File: config.mk
export PLATFORM = sky130hd
export DESIGN_NAME = iambic_keyer_mode_a_b_unit_flat
export DESIGN_NICKNAME = d
export VERILOG_FILES = /design/src/sv/iak_pkg.sv /design/src/sv/iak_if.sv /design/src/sv/iak_cfg_regs.sv /design/src/sv/iak_core.sv /design/src/sv/iambic_keyer_mode_a_b_unit.sv /design/src/flat_wrapper.sv
export SDC_FILE = /design/constraint.sdc
export NUM_CORES = 1
export LEC_CHECK = 0
export BUFFER_PORTS_ARGS = -buffer_cell sky130_fd_sc_hd__buf_2
export CORE_MARGIN = 2
export CORE_UTILIZATION = 60
export CTS_CLUSTER_DIAMETER = 60
export DETAILED_ROUTE_END_ITERATION = 6
export PLACE_DENSITY = 0.81
export SLEW_MARGIN = 20
export SYNTH_ARGS = -nofsm -noshare
export SYNTH_HDL_FRONTEND = slang
export SYNTH_SLANG_ARGS = --single-unit
File: constraint.sdc
create_clock -name clk -period 8.5 [get_ports clk]
set_input_delay 0 -clock clk [delete_from_list [all_inputs] [get_ports clk]]
set_output_delay 0 -clock clk [all_outputs]
set_load 0.05 [all_outputs]
File: src/sv/iak_pkg.sv
// shared types and constants for the iambic keyer
// no dependencies
`timescale 1ns / 1ps

package iak_pkg;

	localparam int CFG_IDX_W  = 2;
	localparam int CFG_DATA_W = 16;

	localparam logic [CFG_IDX_W-1:0] REG_B_MODE  = 2'd0;
	localparam logic [CFG_IDX_W-1:0] REG_SWAP    = 2'd1;
	localparam logic [CFG_IDX_W-1:0] REG_DIT_LEN = 2'd2;

	localparam logic [15:0] DIT_LEN_RESET = 16'd6000;

	typedef struct packed {
		logic        b_mode;
		logic        swap;
		logic [15:0] dit_len;
	} cfg_t;

	typedef struct packed {
		logic paddle_dit;
		logic paddle_dah;
		logic clear_memory;
	} in_t;

	typedef struct packed {
		logic key_down;
		logic key_edge;
		logic fwd_dit;
		logic fwd_dah;
		logic paddle_event;
	} out_t;

endpackage

File: src/sv/iak_if.sv
// valid/ready channel interfaces for paddle ticks and keyer results
// no dependencies
`timescale 1ns / 1ps

interface iak_in_if;
	logic valid;
	logic ready;
	logic paddle_dit;
	logic paddle_dah;
	logic clear_memory;

	modport source (output valid, output paddle_dit, output paddle_dah,
		output clear_memory, input ready);
	modport sink (input valid, input paddle_dit, input paddle_dah,
		input clear_memory, output ready);
endinterface

interface iak_out_if;
	logic valid;
	logic ready;
	logic key_down;
	logic key_edge;
	logic fwd_dit;
	logic fwd_dah;
	logic paddle_event;

	modport source (output valid, output key_down, output key_edge, output fwd_dit,
		output fwd_dah, output paddle_event, input ready);
	modport sink (input valid, input key_down, input key_edge, input fwd_dit,
		input fwd_dah, input paddle_event, output ready);
endinterface

File: src/sv/iak_cfg_regs.sv
// configuration registers of the iambic keyer
// depends on iak_pkg
`timescale 1ns / 1ps

module iak_cfg_regs (
	input  logic                            clk,
	input  logic                            arst_n,
	input  logic                            we,
	input  logic [iak_pkg::CFG_IDX_W-1:0]  index,
	input  logic [iak_pkg::CFG_DATA_W-1:0] data,
	output iak_pkg::cfg_t                   cfg
);

	iak_pkg::cfg_t cfg_q;

	always_ff @(posedge clk or negedge arst_n) begin
		if (!arst_n) begin
			cfg_q.b_mode  <= 1'b0;
			cfg_q.swap    <= 1'b0;
			cfg_q.dit_len <= iak_pkg::DIT_LEN_RESET;
		end else if (we) begin
			case (index)
				iak_pkg::REG_B_MODE:  cfg_q.b_mode  <= data[0];
				iak_pkg::REG_SWAP:    cfg_q.swap    <= data[0];
				iak_pkg::REG_DIT_LEN: cfg_q.dit_len <= data[15:0];
				default: ;
			endcase
		end
	end

	assign cfg = cfg_q;

endmodule

File: src/sv/iak_core.sv
// keyer element timing, paddle memories and result forming for one tick
// depends on iak_pkg
`timescale 1ns / 1ps

module iak_core #(
	parameter int UNIT_COUNT_BITS = 16
) (
	input  logic          clk,
	input  logic          arst_n,
	input  logic          en,
	input  iak_pkg::cfg_t cfg,
	input  iak_pkg::in_t  item,
	output iak_pkg::out_t res
);

	localparam int UW = UNIT_COUNT_BITS;
	localparam int CW = UNIT_COUNT_BITS + 2;

	localparam logic [1:0] PH_IDLE = 2'd0;
	localparam logic [1:0] PH_ON   = 2'd1;
	localparam logic [1:0] PH_GAP  = 2'd2;

	logic [1:0]    phase_q, n_phase;
	logic [CW-1:0] cnt_q, n_cnt;
	logic          cur_dah_q, n_cur_dah;
	logic          last_dah_q, n_last_dah;
	logic          dit_mem_q, n_dit_mem;
	logic          dah_mem_q, n_dah_mem;
	logic [1:0]    fwd_q, n_fwd;
	logic          key_q, n_key;

	logic            d, h;
	logic [UW+15:0]  len_ext;
	logic [UW-1:0]   unit;
	logic [CW-1:0]   unit_w, len, cnt_inc;
	logic            start, start_dah;

	assign d = cfg.swap ? item.paddle_dah : item.paddle_dit;
	assign h = cfg.swap ? item.paddle_dit : item.paddle_dah;

	// keep the low unit bits of the register, zero acts as one
	assign len_ext = {{UW{1'b0}}, cfg.dit_len};
	assign unit    = (len_ext[UW-1:0] == '0) ? UW'(1) : len_ext[UW-1:0];
	assign unit_w  = {2'b00, unit};
	assign len     = cur_dah_q ? ((unit_w << 1) + unit_w) : unit_w;
	assign cnt_inc = cnt_q + CW'(1);

	always_comb begin
		n_phase    = phase_q;
		n_cnt      = cnt_q;
		n_cur_dah  = cur_dah_q;
		n_last_dah = last_dah_q;
		n_dit_mem  = dit_mem_q;
		n_dah_mem  = dah_mem_q;
		n_fwd      = fwd_q;
		n_key      = key_q;
		start      = 1'b0;
		start_dah  = 1'b0;

		if (item.clear_memory) begin
			n_dit_mem = 1'b0;
			n_dah_mem = 1'b0;
		end

		case (phase_q)
			PH_IDLE: begin
				n_fwd = {h, d};
				if (d || h) begin
					start     = 1'b1;
					start_dah = !d;
				end
			end
			PH_ON: begin
				if (cfg.b_mode) begin
					if (!cur_dah_q && h) n_dah_mem = 1'b1;
					if (cur_dah_q && d) n_dit_mem = 1'b1;
				end
				if (cnt_inc >= len) begin
					n_key   = 1'b0;
					n_cnt   = '0;
					n_phase = PH_GAP;
				end else begin
					n_cnt = cnt_inc;
				end
			end
			default: begin
				// gap, and the unused code behaves the same
				if (cfg.b_mode) begin
					if (!cur_dah_q && h) n_dah_mem = 1'b1;
					if (cur_dah_q && d) n_dit_mem = 1'b1;
				end
				if (cnt_inc >= unit_w) begin
					n_fwd = {h, d};
					n_cnt = '0;
					if (n_dit_mem || n_dah_mem) begin
						start     = 1'b1;
						start_dah = !n_dit_mem;
						n_dit_mem = 1'b0;
						n_dah_mem = 1'b0;
					end else if (d || h) begin
						start     = 1'b1;
						start_dah = (d && h) ? !last_dah_q : !d;
					end else begin
						n_phase = PH_IDLE;
					end
				end else begin
					n_cnt = cnt_inc;
				end
			end
		endcase

		if (start) begin
			n_cur_dah  = start_dah;
			n_last_dah = start_dah;
			// opposite paddle already held at element start
			if (cfg.b_mode) begin
				if (!start_dah && h) n_dah_mem = 1'b1;
				if (start_dah && d) n_dit_mem = 1'b1;
			end
			n_key   = 1'b1;
			n_cnt   = '0;
			n_phase = PH_ON;
		end
	end

	always_ff @(posedge clk or negedge arst_n) begin
		if (!arst_n) begin
			phase_q    <= PH_IDLE;
			cnt_q      <= '0;
			cur_dah_q  <= 1'b0;
			last_dah_q <= 1'b1;
			dit_mem_q  <= 1'b0;
			dah_mem_q  <= 1'b0;
			fwd_q      <= 2'b00;
			key_q      <= 1'b0;
		end else if (en) begin
			phase_q    <= n_phase;
			cnt_q      <= n_cnt;
			cur_dah_q  <= n_cur_dah;
			last_dah_q <= n_last_dah;
			dit_mem_q  <= n_dit_mem;
			dah_mem_q  <= n_dah_mem;
			fwd_q      <= n_fwd;
			key_q      <= n_key;
		end
	end

	assign res.key_down     = n_key;
	assign res.key_edge     = n_key ^ key_q;
	assign res.fwd_dit      = n_fwd[0];
	assign res.fwd_dah      = n_fwd[1];
	assign res.paddle_event = (n_fwd != fwd_q);

endmodule

File: src/sv/iambic_keyer_mode_a_b_unit.sv
// iambic keyer top level: input register, tick logic, result register
// a tick beat is held in the input register, and its result enters the result register when the beat advances
// throughput: one tick per cycle while the output is not stalled, set by the single-pass state update
// reset clears keyer state and the valid flags of both stages, registers return to defaults
// depends on iak_pkg, iak_if, iak_cfg_regs, iak_core
`timescale 1ns / 1ps

module iambic_keyer_mode_a_b_unit #(
	parameter int UNIT_COUNT_BITS = 16
) (
	input  logic                            clk,
	input  logic                            arst_n,
	input  logic                            cfg_we,
	input  logic [iak_pkg::CFG_IDX_W-1:0]  cfg_index,
	input  logic [iak_pkg::CFG_DATA_W-1:0] cfg_data,
	iak_in_if.sink                          in_ch,
	iak_out_if.source                       out_ch
);

	iak_pkg::cfg_t cfg;
	iak_pkg::in_t  item_s1;
	iak_pkg::out_t res, res_s2;
	logic          valid_s1, valid_s2;
	logic          advance;

	iak_cfg_regs u_cfg (
		.clk    (clk),
		.arst_n (arst_n),
		.we     (cfg_we),
		.index  (cfg_index),
		.data   (cfg_data),
		.cfg    (cfg)
	);

	// state steps only when the item moves into the result register
	assign advance      = valid_s1 && (!valid_s2 || out_ch.ready);
	assign in_ch.ready  = !valid_s1 || advance;

	always_ff @(posedge clk or negedge arst_n) begin
		if (!arst_n) begin
			valid_s1 <= 1'b0;
			valid_s2 <= 1'b0;
		end else begin
			if (in_ch.ready) valid_s1 <= in_ch.valid;
			if (advance) valid_s2 <= 1'b1;
			else if (out_ch.ready) valid_s2 <= 1'b0;
		end
	end

	always_ff @(posedge clk) begin
		if (in_ch.valid && in_ch.ready) begin
			item_s1.paddle_dit   <= in_ch.paddle_dit;
			item_s1.paddle_dah   <= in_ch.paddle_dah;
			item_s1.clear_memory <= in_ch.clear_memory;
		end
		if (advance) res_s2 <= res;
	end

	iak_core #(
		.UNIT_COUNT_BITS (UNIT_COUNT_BITS)
	) u_core (
		.clk    (clk),
		.arst_n (arst_n),
		.en     (advance),
		.cfg    (cfg),
		.item   (item_s1),
		.res    (res)
	);

	assign out_ch.valid        = valid_s2;
	assign out_ch.key_down     = res_s2.key_down;
	assign out_ch.key_edge     = res_s2.key_edge;
	assign out_ch.fwd_dit      = res_s2.fwd_dit;
	assign out_ch.fwd_dah      = res_s2.fwd_dah;
	assign out_ch.paddle_event = res_s2.paddle_event;

endmodule

File: src/flat_wrapper.sv
// flat-port wrapper written by rule: the top's interface ports become plain ports
module iambic_keyer_mode_a_b_unit_flat 
#(
	parameter int UNIT_COUNT_BITS = 16
)
  (clk, arst_n, cfg_we, cfg_index, cfg_data, in_ch_valid, in_ch_paddle_dit, in_ch_paddle_dah, in_ch_clear_memory, in_ch_ready, out_ch_valid, out_ch_key_down, out_ch_key_edge, out_ch_fwd_dit, out_ch_fwd_dah, out_ch_paddle_event, out_ch_ready);
  iak_in_if in_ch_i ();
  iak_out_if out_ch_i ();
  input  logic clk;
  input  logic arst_n;
  input  logic cfg_we;
  input  logic [iak_pkg::CFG_IDX_W-1:0] cfg_index;
  input  logic [iak_pkg::CFG_DATA_W-1:0] cfg_data;
  input wire logic [$bits(in_ch_i.valid)-1:0] in_ch_valid;
  input wire logic [$bits(in_ch_i.paddle_dit)-1:0] in_ch_paddle_dit;
  input wire logic [$bits(in_ch_i.paddle_dah)-1:0] in_ch_paddle_dah;
  input wire logic [$bits(in_ch_i.clear_memory)-1:0] in_ch_clear_memory;
  output wire logic [$bits(in_ch_i.ready)-1:0] in_ch_ready;
  output wire logic [$bits(out_ch_i.valid)-1:0] out_ch_valid;
  output wire logic [$bits(out_ch_i.key_down)-1:0] out_ch_key_down;
  output wire logic [$bits(out_ch_i.key_edge)-1:0] out_ch_key_edge;
  output wire logic [$bits(out_ch_i.fwd_dit)-1:0] out_ch_fwd_dit;
  output wire logic [$bits(out_ch_i.fwd_dah)-1:0] out_ch_fwd_dah;
  output wire logic [$bits(out_ch_i.paddle_event)-1:0] out_ch_paddle_event;
  input wire logic [$bits(out_ch_i.ready)-1:0] out_ch_ready;
  assign in_ch_i.valid = in_ch_valid;
  assign in_ch_i.paddle_dit = in_ch_paddle_dit;
  assign in_ch_i.paddle_dah = in_ch_paddle_dah;
  assign in_ch_i.clear_memory = in_ch_clear_memory;
  assign in_ch_ready = in_ch_i.ready;
  assign out_ch_valid = out_ch_i.valid;
  assign out_ch_key_down = out_ch_i.key_down;
  assign out_ch_key_edge = out_ch_i.key_edge;
  assign out_ch_fwd_dit = out_ch_i.fwd_dit;
  assign out_ch_fwd_dah = out_ch_i.fwd_dah;
  assign out_ch_paddle_event = out_ch_i.paddle_event;
  assign out_ch_i.ready = out_ch_ready;
  iambic_keyer_mode_a_b_unit #(.UNIT_COUNT_BITS(UNIT_COUNT_BITS)) u_core (.clk(clk), .arst_n(arst_n), .cfg_we(cfg_we), .cfg_index(cfg_index), .cfg_data(cfg_data), .in_ch(in_ch_i), .out_ch(out_ch_i));
endmodule
==> run_results.csv <==
group,metric,value,unit
synth,yosysTopAreaCell,"dfrtp_1",
critical_path,crit_path_start_kind,"register",
synth,synth_cells,481,
critical_path,r2r_slack,3.07,ns
floorplan,fp.dieH,90.4,um
timing,fmax,0.184,GHz
timing,post-route-period-util,0.638,
drt,drc,0,
drt,ant_nets,0,
clocking,htree_levels,2,
critical_path,critPathLaunch,"u_core.u_cfg.cfg[4]",
placement,place_area,4710,um2
placement,io_buffers,32,
global_routing,track_usage,0.252,
pwr,p_leak,2.38,nW
synth,yosys.area.top_type_share,0.218,
clocking,cts-root-buf,"clkbuf_8",
floorplan,die_x,90.4,um
critical_path,crit_cells,23,
critical_path,critPathRequiredTime,8.76,ns
drt,dr.pass1.iters,5,
finish,drive_gt1_frac,0.169,
drt,vias,3683,
critical_path,critPathKind,"register to register",
critical_path,crit_top_cell,"o21ai_0",
synth,synth_compound_area_frac,0.179,
critical_path,critPathMaxStageDelay,0.57,ns
floorplan,start_util,0.618,
clocking,clk_path_buf_depth,2,
finish,final_cells,630,
synth,ys_warn_count,0,
timing,drv_slew,0,
finish,n_antenna_cell,0,
pwr,seq_power_share,0.334,
global_routing,grt_pass1_vias,3540,
synth,synthArstFlopShare,0.855,
pwr,combPwrFrac,0.526,
drt,viasPerCell,5.85,
hold_path,hp-class,"input port to register",
critical_path,r2r_end,"u_core.u_core.cnt_q[2]",
timing,fin_tns_setup,0,ns
synth,synth_edf_count,8,
synth,synth_cell_type_count,68,
status,outcome,"finished clean",
critical_path,reg2reg_depth,23,
finish,layout.nets,613,
synth,yosysSeqAreaShare,0.318,
drt,drt-total-wl,9800,um
pwr,p_sw,531,uW
synth,syn_area,4480,um2
pwr,power_frac_clock,0.139,
global_routing,grt-ovfl-total,0,
clocking,path_clk_slew,0.10,ns
synth,synthMostInstantiatedCell,"ha_1",
clocking,cts_buffers,5,
synth,syn-num-nets,564,
timing,worst_hold_slack,0.0575,ns
critical_path,cp_slowest_cell,"dfstp_2",
global_routing,grt_pass1_wl,16600,um
clocking,clock_latency,0.32,ns
timing,min_period,5.43,ns
timing,hold_viol_final,0,
synth,synthAdderAreaFrac,0.161,
synth,ys_seq_elements,55,
timing,rsz0062_at_grt,"no",
drt,drtIter0Drc,217,
synth,synth_area_leaders,"dfrtp_1 (22%), ha_1 (16%), mux2_2 (5.5%), edfxtp_1 (5.4%), xnor2_1 (5.1%)",
critical_path,cp.arrival,5.68,ns
pwr,p_int,724,uW
pwr,irDropWorstVdd,0.000138,V
critical_path,crit_end,"u_core.u_core.cnt_q[2]",
clocking,post_cts_resized,0,
synth,synth_top_family_by_area,"compound AO/OA/AOI/OAI gates",
synth,synthXorXnorAreaFrac,0.0603,
placement,dp_hpwl,7430,um
critical_path,path_buf_inv,1,
global_routing,grt_start_max_net_pins,48,
finish,syn_to_final_growth,12.4,%
flow_run,max_cap_viol_count,0,
synth,synthMuxAreaShare,0.0664,
timing,slew_headroom,0.371,
critical_path,crit_path_end_kind,"register",
pwr,swShare,0.423,
timing,worstMarginPinSlew,0.944,ns
finish,fin_area,5040,um2
critical_path,path_cells,"inv_1 > ha_1 > nand2_1 > nor2_1 > nand3_1 > nand2_1 > fa_1 > nor2b_1 > o21ai_0 > a21o_1 > a211o_1 > a31oi_1 > xnor2_1 > mux2i_1 > ha_1 > a2111oi_0 > o21ai_0 > a221oi_1 > o21ai_0 > a21oi_1 > a2bb2oi_2 > nor2_4 > a22o_1",
pwr,power.density,249,nW/um2
floorplan,core,7250,um2
timing,setup_viol,0,
synth,synth_common_cells,"ha_1 (56), nand2_1 (45), inv_1 (42)",
critical_path,cp_max_fo,15,
placement,dp.cells,600,
drt,routedWlPerCell,15.6,um
clocking,cts_tree,"built",
synth,dominantRegCellSynth,"dfrtp_1",
floorplan,die-area,8180,um2
floorplan,ios,33,
critical_path,worstReg2RegStart,"u_core.u_cfg.cfg[4]",
global_routing,antenna_found_initial,0,
synth,yosys.area_share.simple,0.165,
critical_path,critPathTopFamily,"compound AO/OA/AOI/OAI gates",
clocking,clock_sinks,55,
floorplan,rows,31,
placement,gp_congestion,0.897,
timing,skew,0.0122,ns
synth,synth.avg_cell_area,9.32,um2
per-layer routing:
layer  global-route usage  wire [um]  share of wire  up-vias
met3               0.0301        421          0.043       14
met1                0.329       4250           0.43     1743
met5                    0          0              0        -
li1                     -          -              -     1823
met4               0.0808        227          0.023        0
met2                0.436       4900           0.50      103
flip-flops by register name (all words and copies together), names as in the netlist:
name	cells
u_core.out_ch.fwd_dah	1
u_core.out_ch.key_edge	1
u_core.out_ch.key_down	1
u_core.u_cfg.cfg	18
u_core.out_ch.paddle_event	1
u_core.u_core.cnt_q	18
u_core.u_core.dit_mem_q	1
u_core.item_s1	3
u_core.out_ch.fwd_dit	1
u_core.u_core.phase_q	2
u_core.out_ch.valid	1
u_core.u_core.dah_mem_q	1
u_core.u_core.last_dah_q	1
u_core.u_core.cur_dah_q	1
u_core.u_core.key_q	1
u_core.valid_s1	1
u_core.u_core.fwd_q	2
power by group through the flow:
stage | sequential, mW | combinational (mW) | clock [mW]
after global placement | 0.417 | 0.616 | 0
after global routing | 0.431 | 0.738 | 0.188
final | 0.420 | 0.660 | 0.175
after detailed placement | 0.423 | 0.641 | 0
after floorplan | 0.407 | 0.519 | 0
after CTS | 0.417 | 0.654 | 0.180
area by class of cell:
type / count / area, um2
fillers: 556 / 2210
clock buffers: 6 / 72.6
inverters: 42 / 158
repair buffers: 55 / 390
flip-flops and latches: 55 / 1430
clock inverters: 2 / 38.8
multi-input cells: 371 / 2830
well taps: 99 / 124
kinds of logic after synthesis:
group | Yosys count
AO/OA/AOI/OAI | 116
AND/OR/NAND/NOR | 142
XOR/XNOR | 30
adder cells (fa/ha/maj) | 57
multiplexers | 26
buffers and inverters | 55
flip-flops | 55
cells in the final DEF (no fill, tap or decap), types with 3 or more instances in the layout:
cell / n
mux2_2: 22
a21oi_1: 41
dfstp_2: 8
a21o_1: 6
nor2_1: 28
nand3b_1: 3
o21ai_0: 14
dlygate4sd3_1: 22
or2_2: 3
inv_1: 42
clkbuf_8: 5
xor2_1: 3
and3_1: 4
a22o_1: 12
xnor2_1: 26
edfxtp_1: 8
nor2b_1: 7
nand4_1: 8
a31oi_1: 4
nand2b_1: 9
nand2_1: 45
nor3_1: 9
buf_2: 31
nand3_1: 11
o211ai_1: 5
a211o_1: 3
and3_4: 3
dfrtp_1: 39
ha_1: 56
worst min path at each step:
| stage | end | startpoint | slack (ns) | depth (start not counted) |
|---|---|---|---|---|
| floorplan | u_core.out_ch.valid | arst_n | -0.30 | 0 |
| global placement | u_core.item_s1[2] | in_ch_paddle_dit | 0.18 | 1 |
| detailed placement | u_core.item_s1[2] | in_ch_paddle_dit | 0.18 | 1 |
| CTS | u_core.u_cfg.cfg[16] | cfg_index[0] | 0.05 | 3 |
| global route | u_core.u_cfg.cfg[17] | cfg_index[0] | 0.05 | 3 |
| finish | u_core.u_cfg.cfg[16] | cfg_index[0] | 0.06 | 3 |
tightest hold or removal path: cells and delay by family:
kind,cells,cell delay (ns)
AND/OR/NAND/NOR,1,0.08
buffers and inverters,1,0.11
multiplexers,1,0.15
through the flow:
step                total power, mW   util  worst slack (ns)
finish                         1.26  0.695              3.07
global route                   1.36  0.695              2.50
CTS                            1.25  0.695              3.09
detailed placement             1.06  0.649              3.14
global placement               1.03  0.649              3.25
floorplan                     0.926      -              4.00
timing repair:
| action | in CTS | in global routing |
|---|---|---|
| hold buffers | 22 | 0 |
| hold endpoints to repair | 62 | 0 |
| buffers inserted | 0 | 0 |
Note: power is estimated with default switching activity, not from simulation.
